--- config.mk ---
export PLATFORM = sky130hd
export DESIGN_NAME = rotated_framebuffer_glyph_blitter_unit
export DESIGN_NICKNAME = d
export VERILOG_FILES = /design/src/rtl/fbgb_pkg.sv /design/src/rtl/fbgb_front.sv /design/src/rtl/fbgb_cmd_queue.sv /design/src/rtl/fbgb_back.sv /design/src/rtl/rotated_framebuffer_glyph_blitter_unit.sv
export SDC_FILE = /design/constraint.sdc
export NUM_CORES = 1
export LEC_CHECK = 0
export ABC_CLOCK_PERIOD_IN_PS = 8900
export BUFFER_PORTS_ARGS = -buffer_cell sky130_fd_sc_hd__buf_2
export CAP_MARGIN = 20
export CORE_ASPECT_RATIO = 1.1
export CORE_MARGIN = 2
export CORE_UTILIZATION = 50
export CTS_CLUSTER_SIZE = 20
export DETAILED_ROUTE_END_ITERATION = 8
export GPL_ROUTABILITY_DRIVEN = 0
export PLACE_DENSITY = 0.69
export SLEW_MARGIN = 20
export SYNTH_ARGS = -nofsm -noshare
export SYNTH_HDL_FRONTEND = slang
export SYNTH_SLANG_ARGS = --single-unit
--- constraint.sdc ---
create_clock -name clk -period 8.9 [get_ports clk]
set_input_delay 1.78 -clock clk [delete_from_list [all_inputs] [get_ports clk]]
set_output_delay 1.78 -clock clk [all_outputs]
set_load 0.05 [all_outputs]
--- src/rtl/fbgb_pkg.sv ---
`timescale 1ns / 1ps
// ----------------------------------------------------------------------------
// fbgb_pkg
// Shared types, constants and helpers of the rotated framebuffer glyph blitter.
// ----------------------------------------------------------------------------
package fbgb_pkg;

  localparam int unsigned SCREEN_ROWS = 240;
  localparam int unsigned PIXEL_BYTES = 3;
  localparam int unsigned GLYPH_WIDTH = 8;

  // Byte distance between two horizontally adjacent pixels (one column).
  localparam logic [31:0] COL_STRIDE = 32'(PIXEL_BYTES * SCREEN_ROWS);

  typedef logic [GLYPH_WIDTH-1:0]         lane_mask_t;
  typedef logic [$clog2(GLYPH_WIDTH)-1:0] lane_idx_t;

  typedef enum logic {
    OP_FILL  = 1'b0,
    OP_GLYPH = 1'b1
  } opcode_t;

  // One classified row command: lane i is the i-th pixel from the left.
  typedef struct packed {
    logic [31:0] start;   // byte address of the leftmost pixel
    lane_mask_t  mask;    // lanes that get a write
    lane_mask_t  pat;     // 1 selects fg, 0 selects bg
    logic [23:0] fg;
    logic [23:0] bg;
  } blit_cmd_t;

  function automatic logic [31:0] lane_offset(lane_idx_t idx);
    return 32'(idx) * COL_STRIDE;
  endfunction

endpackage

--- src/rtl/fbgb_front.sv ---
`timescale 1ns / 1ps
// ----------------------------------------------------------------------------
// fbgb_front
// Accepts row commands, works out the start address and the lane masks.
// ----------------------------------------------------------------------------
module fbgb_front (
  input  logic                  clk,
  input  logic                  rst,
  input  logic                  in_valid,
  output logic                  in_ready,
  input  logic                  opcode,
  input  logic [31:0]           fb_base,
  input  logic [8:0]            x_pos,
  input  logic [7:0]            y_pos,
  input  logic [3:0]            span_len,
  input  logic [7:0]            glyph_row,
  input  logic [23:0]           fg_color,
  input  logic [23:0]           bg_color,
  input  logic                  bg_transparent,
  output logic                  q_push,
  output fbgb_pkg::blit_cmd_t   q_data,
  input  logic                  q_full
);

  logic                 fvalid;
  fbgb_pkg::blit_cmd_t  cmd;
  fbgb_pkg::blit_cmd_t  cmd_next;
  logic [3:0]           len_clip;
  logic [31:0]          col_off;
  logic [31:0]          row_off;
  logic                 accept;

  assign q_push   = fvalid && !q_full;
  assign in_ready = !fvalid || q_push;
  assign accept   = in_valid && in_ready;
  assign q_data   = cmd;

  always_comb begin
    len_clip = (span_len > 4'(fbgb_pkg::GLYPH_WIDTH)) ? 4'(fbgb_pkg::GLYPH_WIDTH) : span_len;
    col_off  = 32'(x_pos) * fbgb_pkg::COL_STRIDE;
    row_off  = (32'(fbgb_pkg::SCREEN_ROWS - 1) - 32'(y_pos)) * 32'(fbgb_pkg::PIXEL_BYTES);
    cmd_next.start = fb_base + col_off + row_off;
    cmd_next.fg    = fg_color;
    cmd_next.bg    = bg_color;
    for (int i = 0; i < fbgb_pkg::GLYPH_WIDTH; i++) begin
      if (fbgb_pkg::opcode_t'(opcode) == fbgb_pkg::OP_GLYPH) begin
        cmd_next.pat[i]  = glyph_row[fbgb_pkg::GLYPH_WIDTH-1-i];
        cmd_next.mask[i] = glyph_row[fbgb_pkg::GLYPH_WIDTH-1-i] || !bg_transparent;
      end else begin
        cmd_next.pat[i]  = 1'b1;
        cmd_next.mask[i] = 4'(i) < len_clip;
      end
    end
  end

  always_ff @(posedge clk) begin
    if (rst) begin
      fvalid <= 1'b0;
    end else if (accept) begin
      // drop commands that draw nothing
      fvalid <= (cmd_next.mask != '0);
    end else if (q_push) begin
      fvalid <= 1'b0;
    end
  end

  always_ff @(posedge clk) begin
    if (accept) begin
      cmd <= cmd_next;
    end
  end

endmodule

--- src/rtl/fbgb_cmd_queue.sv ---
`timescale 1ns / 1ps
// ----------------------------------------------------------------------------
// fbgb_cmd_queue
// Small flop-based command queue between the front and back halves.
// ----------------------------------------------------------------------------
module fbgb_cmd_queue #(
  parameter int unsigned DEPTH = 2
) (
  input  logic                 clk,
  input  logic                 rst,
  input  logic                 push,
  input  fbgb_pkg::blit_cmd_t  push_data,
  output logic                 full,
  input  logic                 pop,
  output fbgb_pkg::blit_cmd_t  pop_data,
  output logic                 empty
);

  localparam int unsigned PW = (DEPTH > 1) ? $clog2(DEPTH) : 1;
  localparam int unsigned CW = $clog2(DEPTH + 1);

  fbgb_pkg::blit_cmd_t entries [DEPTH];
  logic [PW-1:0]       wr_ptr;
  logic [PW-1:0]       rd_ptr;
  logic [CW-1:0]       count;

  assign full     = (count == CW'(DEPTH));
  assign empty    = (count == '0);
  assign pop_data = entries[rd_ptr];

  always_ff @(posedge clk) begin
    if (rst) begin
      wr_ptr <= '0;
      rd_ptr <= '0;
      count  <= '0;
    end else begin
      if (push) begin
        wr_ptr <= (wr_ptr == PW'(DEPTH - 1)) ? '0 : wr_ptr + 1'b1;
      end
      if (pop) begin
        rd_ptr <= (rd_ptr == PW'(DEPTH - 1)) ? '0 : rd_ptr + 1'b1;
      end
      if (push && !pop) begin
        count <= count + 1'b1;
      end else if (pop && !push) begin
        count <= count - 1'b1;
      end
    end
  end

  always_ff @(posedge clk) begin
    if (push) begin
      entries[wr_ptr] <= push_data;
    end
  end

endmodule

--- src/rtl/fbgb_back.sv ---
`timescale 1ns / 1ps
// ----------------------------------------------------------------------------
// fbgb_back
// Walks a command's lanes: one pixel write per cycle while out_ready is high.
// ----------------------------------------------------------------------------
module fbgb_back (
  input  logic                 clk,
  input  logic                 rst,
  input  logic                 q_empty,
  input  fbgb_pkg::blit_cmd_t  q_data,
  output logic                 q_pop,
  output logic                 out_valid,
  input  logic                 out_ready,
  output logic [31:0]          byte_address,
  output logic [7:0]           blue,
  output logic [7:0]           green,
  output logic [7:0]           red,
  output logic                 last
);

  logic                 cur_valid;
  fbgb_pkg::blit_cmd_t  cur;
  fbgb_pkg::lane_mask_t rem;
  fbgb_pkg::lane_mask_t rem_next;
  fbgb_pkg::lane_idx_t  idx;
  fbgb_pkg::lane_mask_t sel;
  logic [23:0]          color;
  logic                 cur_last;
  logic                 out_load;
  logic                 emit;

  always_comb begin
    // pick the leftmost lane still pending
    idx = '0;
    for (int i = fbgb_pkg::GLYPH_WIDTH - 1; i >= 0; i--) begin
      if (rem[i]) begin
        idx = fbgb_pkg::lane_idx_t'(i);
      end
    end
    sel      = fbgb_pkg::lane_mask_t'(1) << idx;
    rem_next = rem & ~sel;
    cur_last = (rem_next == '0);
    color    = cur.pat[idx] ? cur.fg : cur.bg;
    out_load = !out_valid || out_ready;
    emit     = cur_valid && out_load;
    q_pop    = !q_empty && (!cur_valid || (emit && cur_last));
  end

  always_ff @(posedge clk) begin
    if (rst) begin
      cur_valid <= 1'b0;
      out_valid <= 1'b0;
    end else begin
      if (q_pop) begin
        cur_valid <= 1'b1;
      end else if (emit && cur_last) begin
        cur_valid <= 1'b0;
      end
      if (out_load) begin
        out_valid <= emit;
      end
    end
  end

  always_ff @(posedge clk) begin
    if (q_pop) begin
      cur <= q_data;
      rem <= q_data.mask;
    end else if (emit) begin
      rem <= rem_next;
    end
    if (emit) begin
      byte_address <= cur.start + fbgb_pkg::lane_offset(idx);
      blue         <= color[23:16];
      green        <= color[15:8];
      red          <= color[7:0];
      last         <= cur_last;
    end
  end

endmodule

--- src/rtl/rotated_framebuffer_glyph_blitter_unit.sv ---
`timescale 1ns / 1ps
// ----------------------------------------------------------------------------
// rotated_framebuffer_glyph_blitter_unit
// Turns row commands (fill span, glyph row) into per-pixel framebuffer writes.
// ----------------------------------------------------------------------------
// Usage:
//   The input channel (in_valid / in_ready) takes one row command per item.
//   A fill paints up to eight pixels in fg_color; a glyph row paints set bits
//   in fg_color and clear bits in bg_color unless bg_transparent is high.
//   The output channel (out_valid / out_ready) carries one pixel write per
//   item, left to right, with last high on the final write of a command.
//   Commands that draw nothing produce no output at all.
//   Path: the first write of a command passes through the front register,
//   the command queue, the current-command register and the output register.
//   Throughput: one pixel write per cycle while the receiver is ready, set
//   by the single output register; a command draws 1 to 8 pixels, and
//   back-to-back commands follow each other with no gap.
//   The front half keeps accepting while the back half drains, until the
//   command queue (QUEUE_DEPTH entries) and the front register are full.
//   When the receiver stalls, the current write holds on the output ports and
//   the queue and the front register fill, after which in_ready drops.
//   Reset (rst, synchronous) empties the front register, the queue and the
//   output register; in_ready is high the cycle after reset.
// ----------------------------------------------------------------------------
module rotated_framebuffer_glyph_blitter_unit #(
  parameter int unsigned QUEUE_DEPTH = 2
) (
  input  logic        clk,
  input  logic        rst,
  input  logic        in_valid,
  output logic        in_ready,
  input  logic        opcode,
  input  logic [31:0] fb_base,
  input  logic [8:0]  x_pos,
  input  logic [7:0]  y_pos,
  input  logic [3:0]  span_len,
  input  logic [7:0]  glyph_row,
  input  logic [23:0] fg_color,
  input  logic [23:0] bg_color,
  input  logic        bg_transparent,
  output logic        out_valid,
  input  logic        out_ready,
  output logic [31:0] byte_address,
  output logic [7:0]  blue,
  output logic [7:0]  green,
  output logic [7:0]  red,
  output logic        last
);

  // Queue handshake between the two halves.
  logic                 q_push;
  logic                 q_full;
  logic                 q_pop;
  logic                 q_empty;
  fbgb_pkg::blit_cmd_t  q_wdata;
  fbgb_pkg::blit_cmd_t  q_rdata;

  // Front: accept, compute start address and lane masks, drop empty rows.
  fbgb_front u_front (
    .clk            (clk),
    .rst            (rst),
    .in_valid       (in_valid),
    .in_ready       (in_ready),
    .opcode         (opcode),
    .fb_base        (fb_base),
    .x_pos          (x_pos),
    .y_pos          (y_pos),
    .span_len       (span_len),
    .glyph_row      (glyph_row),
    .fg_color       (fg_color),
    .bg_color       (bg_color),
    .bg_transparent (bg_transparent),
    .q_push         (q_push),
    .q_data         (q_wdata),
    .q_full         (q_full)
  );

  // Decouple the halves so either side can stall on its own.
  fbgb_cmd_queue #(
    .DEPTH (QUEUE_DEPTH)
  ) u_queue (
    .clk       (clk),
    .rst       (rst),
    .push      (q_push),
    .push_data (q_wdata),
    .full      (q_full),
    .pop       (q_pop),
    .pop_data  (q_rdata),
    .empty     (q_empty)
  );

  // Back: walk pending lanes, one registered write per cycle when not stalled.
  fbgb_back u_back (
    .clk          (clk),
    .rst          (rst),
    .q_empty      (q_empty),
    .q_data       (q_rdata),
    .q_pop        (q_pop),
    .out_valid    (out_valid),
    .out_ready    (out_ready),
    .byte_address (byte_address),
    .blue         (blue),
    .green        (green),
    .red          (red),
    .last         (last)
  );

  // Reset leaves no write pending and the input open.
  a_reset_state : assert property (@(posedge clk)
    rst |=> !out_valid && in_ready)
    else $error("block not idle after reset");

  // A taken write that is not the last of its command is followed at once.
  a_no_gap_in_row : assert property (@(posedge clk) disable iff (rst)
    out_valid && out_ready && !last |=> out_valid)
    else $error("gap inside a row command");

  // The back half never pops an empty queue, and the front never overfills it.
  a_queue_safe : assert property (@(posedge clk) disable iff (rst)
    !(q_pop && q_empty) && !(q_push && q_full))
    else $error("command queue misuse");

endmodule

==> qor.yml <==
grt:
  gr-total-overflow: 0
  first_global_vias: 10900
  antenna_found_initial: 2
  grt.total_usage_pct: 17.1
  grt_pass1_wl_um: 55700
  grt_max_degree: 58
finish:
  drive_gt1_share_pct: 25.2
  final_cell_mix: "441 x edfxtp_1, 173 x buf_2, 112 x mux2_2, 97 x ha_1, 81 x inv_1"
  final_common_cell: "edfxtp_1"
  area_growth_pct: 14.5
  nNetsFinal: 1680
timing:
  relSlewSlack_pct: 40.3
  final-setup-viol-count: 0
  worst_pin_slew_ps: 895
  tns_ps: 0
  rsz0062_at_grt: "false"
  fin_crit_sh_pct: 79.3
  fin_crit_ps: 7060
  finalHoldViolations: 0
  finClkSkew_ps: 9.22
  fmax_ghz: 0.142
  drv_slew: 0
synth:
  synth-compound-area-share_pct: 5.28
  yosysTopAreaCellShare_pct: 67.0
  yosysUniqueCellTypes: 59
  synth.area.mux_share_pct: 7.13
  async_flop_share_pct: 0
  ys_warn_count: 0
  synth_edf_count: 441
  syn_nets: 1479
  synth_fa_ha_area_share_pct: 9.59
  synth_top_family_by_area: "adder cells"
  synth_ff_type: "edfxtp_1"
  synth_seq_cells: 449
  synth-xor-area-share_pct: 3.28
  synthSimpleGateAreaFrac_pct: 4.67
  synth_area_um2: 19800
  avgSynthCellArea_um2: 16.0
  postSynthCellCount: 1233
  yosysTopAreaCell: "edfxtp_1"
  synth_area_leaders: "edfxtp_1 67%, mux2_2 6.4%, ha_1 6.1%"
  synth-seq-area-share_pct: 67.8
drt:
  vias_per_cell: 5.30
  wl_per_cell_um: 17.7
  drtIter0Drc: 547
  vias: 10500
  drt-pass1-iter-count: 5
  drcViolationCount: 0
  wirelength_um: 35000
  ant_nets: 0
floorplanning:
  die_h_um: 212
  die-area_um2: 41100
  io_pins: 174
  fp.dieW_um: 194
  core_um2: 39100
  rows: 76
  start_util_pct: 50.5
clock_tree:
  clkLatencyLatePin_ps: 540
  clockBufferDepth: 3
  cts_tree: "yes"
  cts_resized: 0
  cts-root-buf: "clkbuf_16"
  cts_hold_buf: 0
  clk_pin_slew_ps: 60
  cts_setup_buffers: 0
  ctsHtreeMaxLevel: 2
  cts_inserted_buffers: 42
  cts.sinks: 449
setup_path:
  crit_buf_inv: 1
  crit_path_frequent_cell: "ha_1"
  cp_max_fo: 8
  path_class: "primary input to flop"
  cp_slowest_cell: "fa_1"
  startpoint_type: "primary input"
  crit_family: "adder cells"
  r2r_setup_slack_ps: 3930
  critPathMaxStageDelay_ps: 490
  worst_ep_required_time_ps: 9160
  critPathArrivalTime_ps: 7310
  end_kind: "flop"
  path_cells: "buf_2 -> ha_1 -> ha_1 -> ha_1 -> xor2_1 -> ha_1 -> fa_1 -> a21o_1 -> a21oi_1 -> nor2b_1 -> o21a_1 -> o41ai_1 -> nand3_1 -> o311ai_0 -> fa_1 -> ha_1 -> o21ai_0 -> o21ai_0 -> a41o_1 -> o21ai_0 -> a21oi_1 -> o311ai_0"
power:
  swShare_pct: 33.8
  seq_power_share_pct: 42.1
  combPwrFrac_pct: 35.2
  peakVddDrop_mv: 0.236
  power_density_nw_per_um2: 351
  p_switching_w: 0.00269
  power_leakage_nw: 8.46
  total_power_w: 0.00795
  pwr-share-clk_pct: 22.7
  p_int_w: 0.00526
run_status:
  status: "complete, no violations"
hold_path:
  hp-class: "flop to flop"
flow_run:
  maxCapViolCount: 0
placed_design:
  io_buffers: 173
  dp_hpwl_um: 23700
## power groups by stage
stage / clock network (W) / logic (W) / registers [W]
after CTS: 0.00185 / 0.00283 / 0.00336
final: 0.00180 / 0.00280 / 0.00335
after detailed placement: 0 / 0.00281 / 0.00340
after floorplan: 0 / 0.00188 / 0.00370
after global routing: 0.00193 / 0.00310 / 0.00340
after global placement: 0 / 0.00276 / 0.00337
## through the flow
| stage | cell area [um^2] | util (%) | hold WS (ps) | std cells | worst slack [ps] |
|---|---|---|---|---|---|
| 2_1_floorplan | 19800 | - | 400 | 1233 | 1920 |
| 3_3_place_gp | 21200 | 54.3 | 402 | 1897 | 1470 |
| 3_5_place_dp | 21200 | 54.3 | 410 | 1897 | 1320 |
| 4_1_cts | 22600 | 57.9 | 424 | 1974 | 1890 |
| 5_1_grt | 22600 | 57.9 | 439 | 1976 | 1460 |
| 6_report | 22600 | 57.9 | 422 | 1976 | 1840 |
## cells in the mapped netlist, types with 5 or more instances
master / n
o21a_1: 8
nor2_1: 55
a21oi_1: 55
mux2i_1: 12
ha_1: 97
o211ai_1: 7
nor3_1: 10
nor2b_1: 15
mux2_2: 112
clkbuf_1: 18
o21bai_1: 5
and3_1: 8
o31ai_1: 6
nand2b_1: 17
xnor2_1: 51
fa_1: 34
nand2_1: 33
xor2_1: 23
a211oi_1: 10
inv_1: 82
nand3_1: 23
o21ai_0: 24
a2111oi_0: 5
dfxtp_1: 8
edfxtp_1: 441
a21o_1: 13
nand4_1: 6
## sequential cells by signal (all words and copies together), names as in the netlist, named ones only
| name | flops |
|---|---|
| u_queue.entries | 192 |
| u_front.q_data | 96 |
| u_back.cur | 88 |
| u_back.byte_address | 32 |
| u_back.blue | 8 |
| u_back.green | 8 |
| u_back.red | 8 |
| u_back.rem | 8 |
| u_queue.count | 2 |
| u_back.cur_valid | 1 |
| u_back.last | 1 |
| u_back.out_valid | 1 |
| u_front.fvalid | 1 |
| u_queue.rd_ptr | 1 |
| u_queue.wr_ptr | 1 |
## final timing paths
path | startpoint | endpoint | cells past startpoint
max | x_pos[2] | u_front.q_data[95] | 22
min reg2reg | u_back.cur[64] | u_back.byte_address[0] | 0
min | u_back.cur[64] | u_back.byte_address[0] | 0
max reg2reg | u_back.rem[6] | u_back.byte_address[15] | 16
## cell families after synthesis
group                      count (synthesis)
adders and majority gates                131
xor gates and xnor gates                  74
muxes                                    126
and+or+nand+nor                          186
AOI/OAI and AO/OA                        162
buffers and inverters                    105
DFF                                      449
## routing by layer
layer	global-route usage (%)	part of all wire, %	wire (um)
met2	30.6	51	17800
met1	20.8	42	14700
met5	0	0	0
met3	3.13	4.6	1620
met4	6.26	2.5	873
## final cells by class
class | count | area (um^2)
Fill cell | 3030 | 16500
Sequential cell | 449 | 13400
Multi-Input combinational cell | 679 | 5940
Clock buffer | 49 | 1140
Timing Repair Buffer | 180 | 918
Tap cell | 507 | 634
Inverter | 82 | 309
Clock inverter | 28 | 267
Antenna cell | 2 | 5.00
Power figures use the tool's default switching activity.
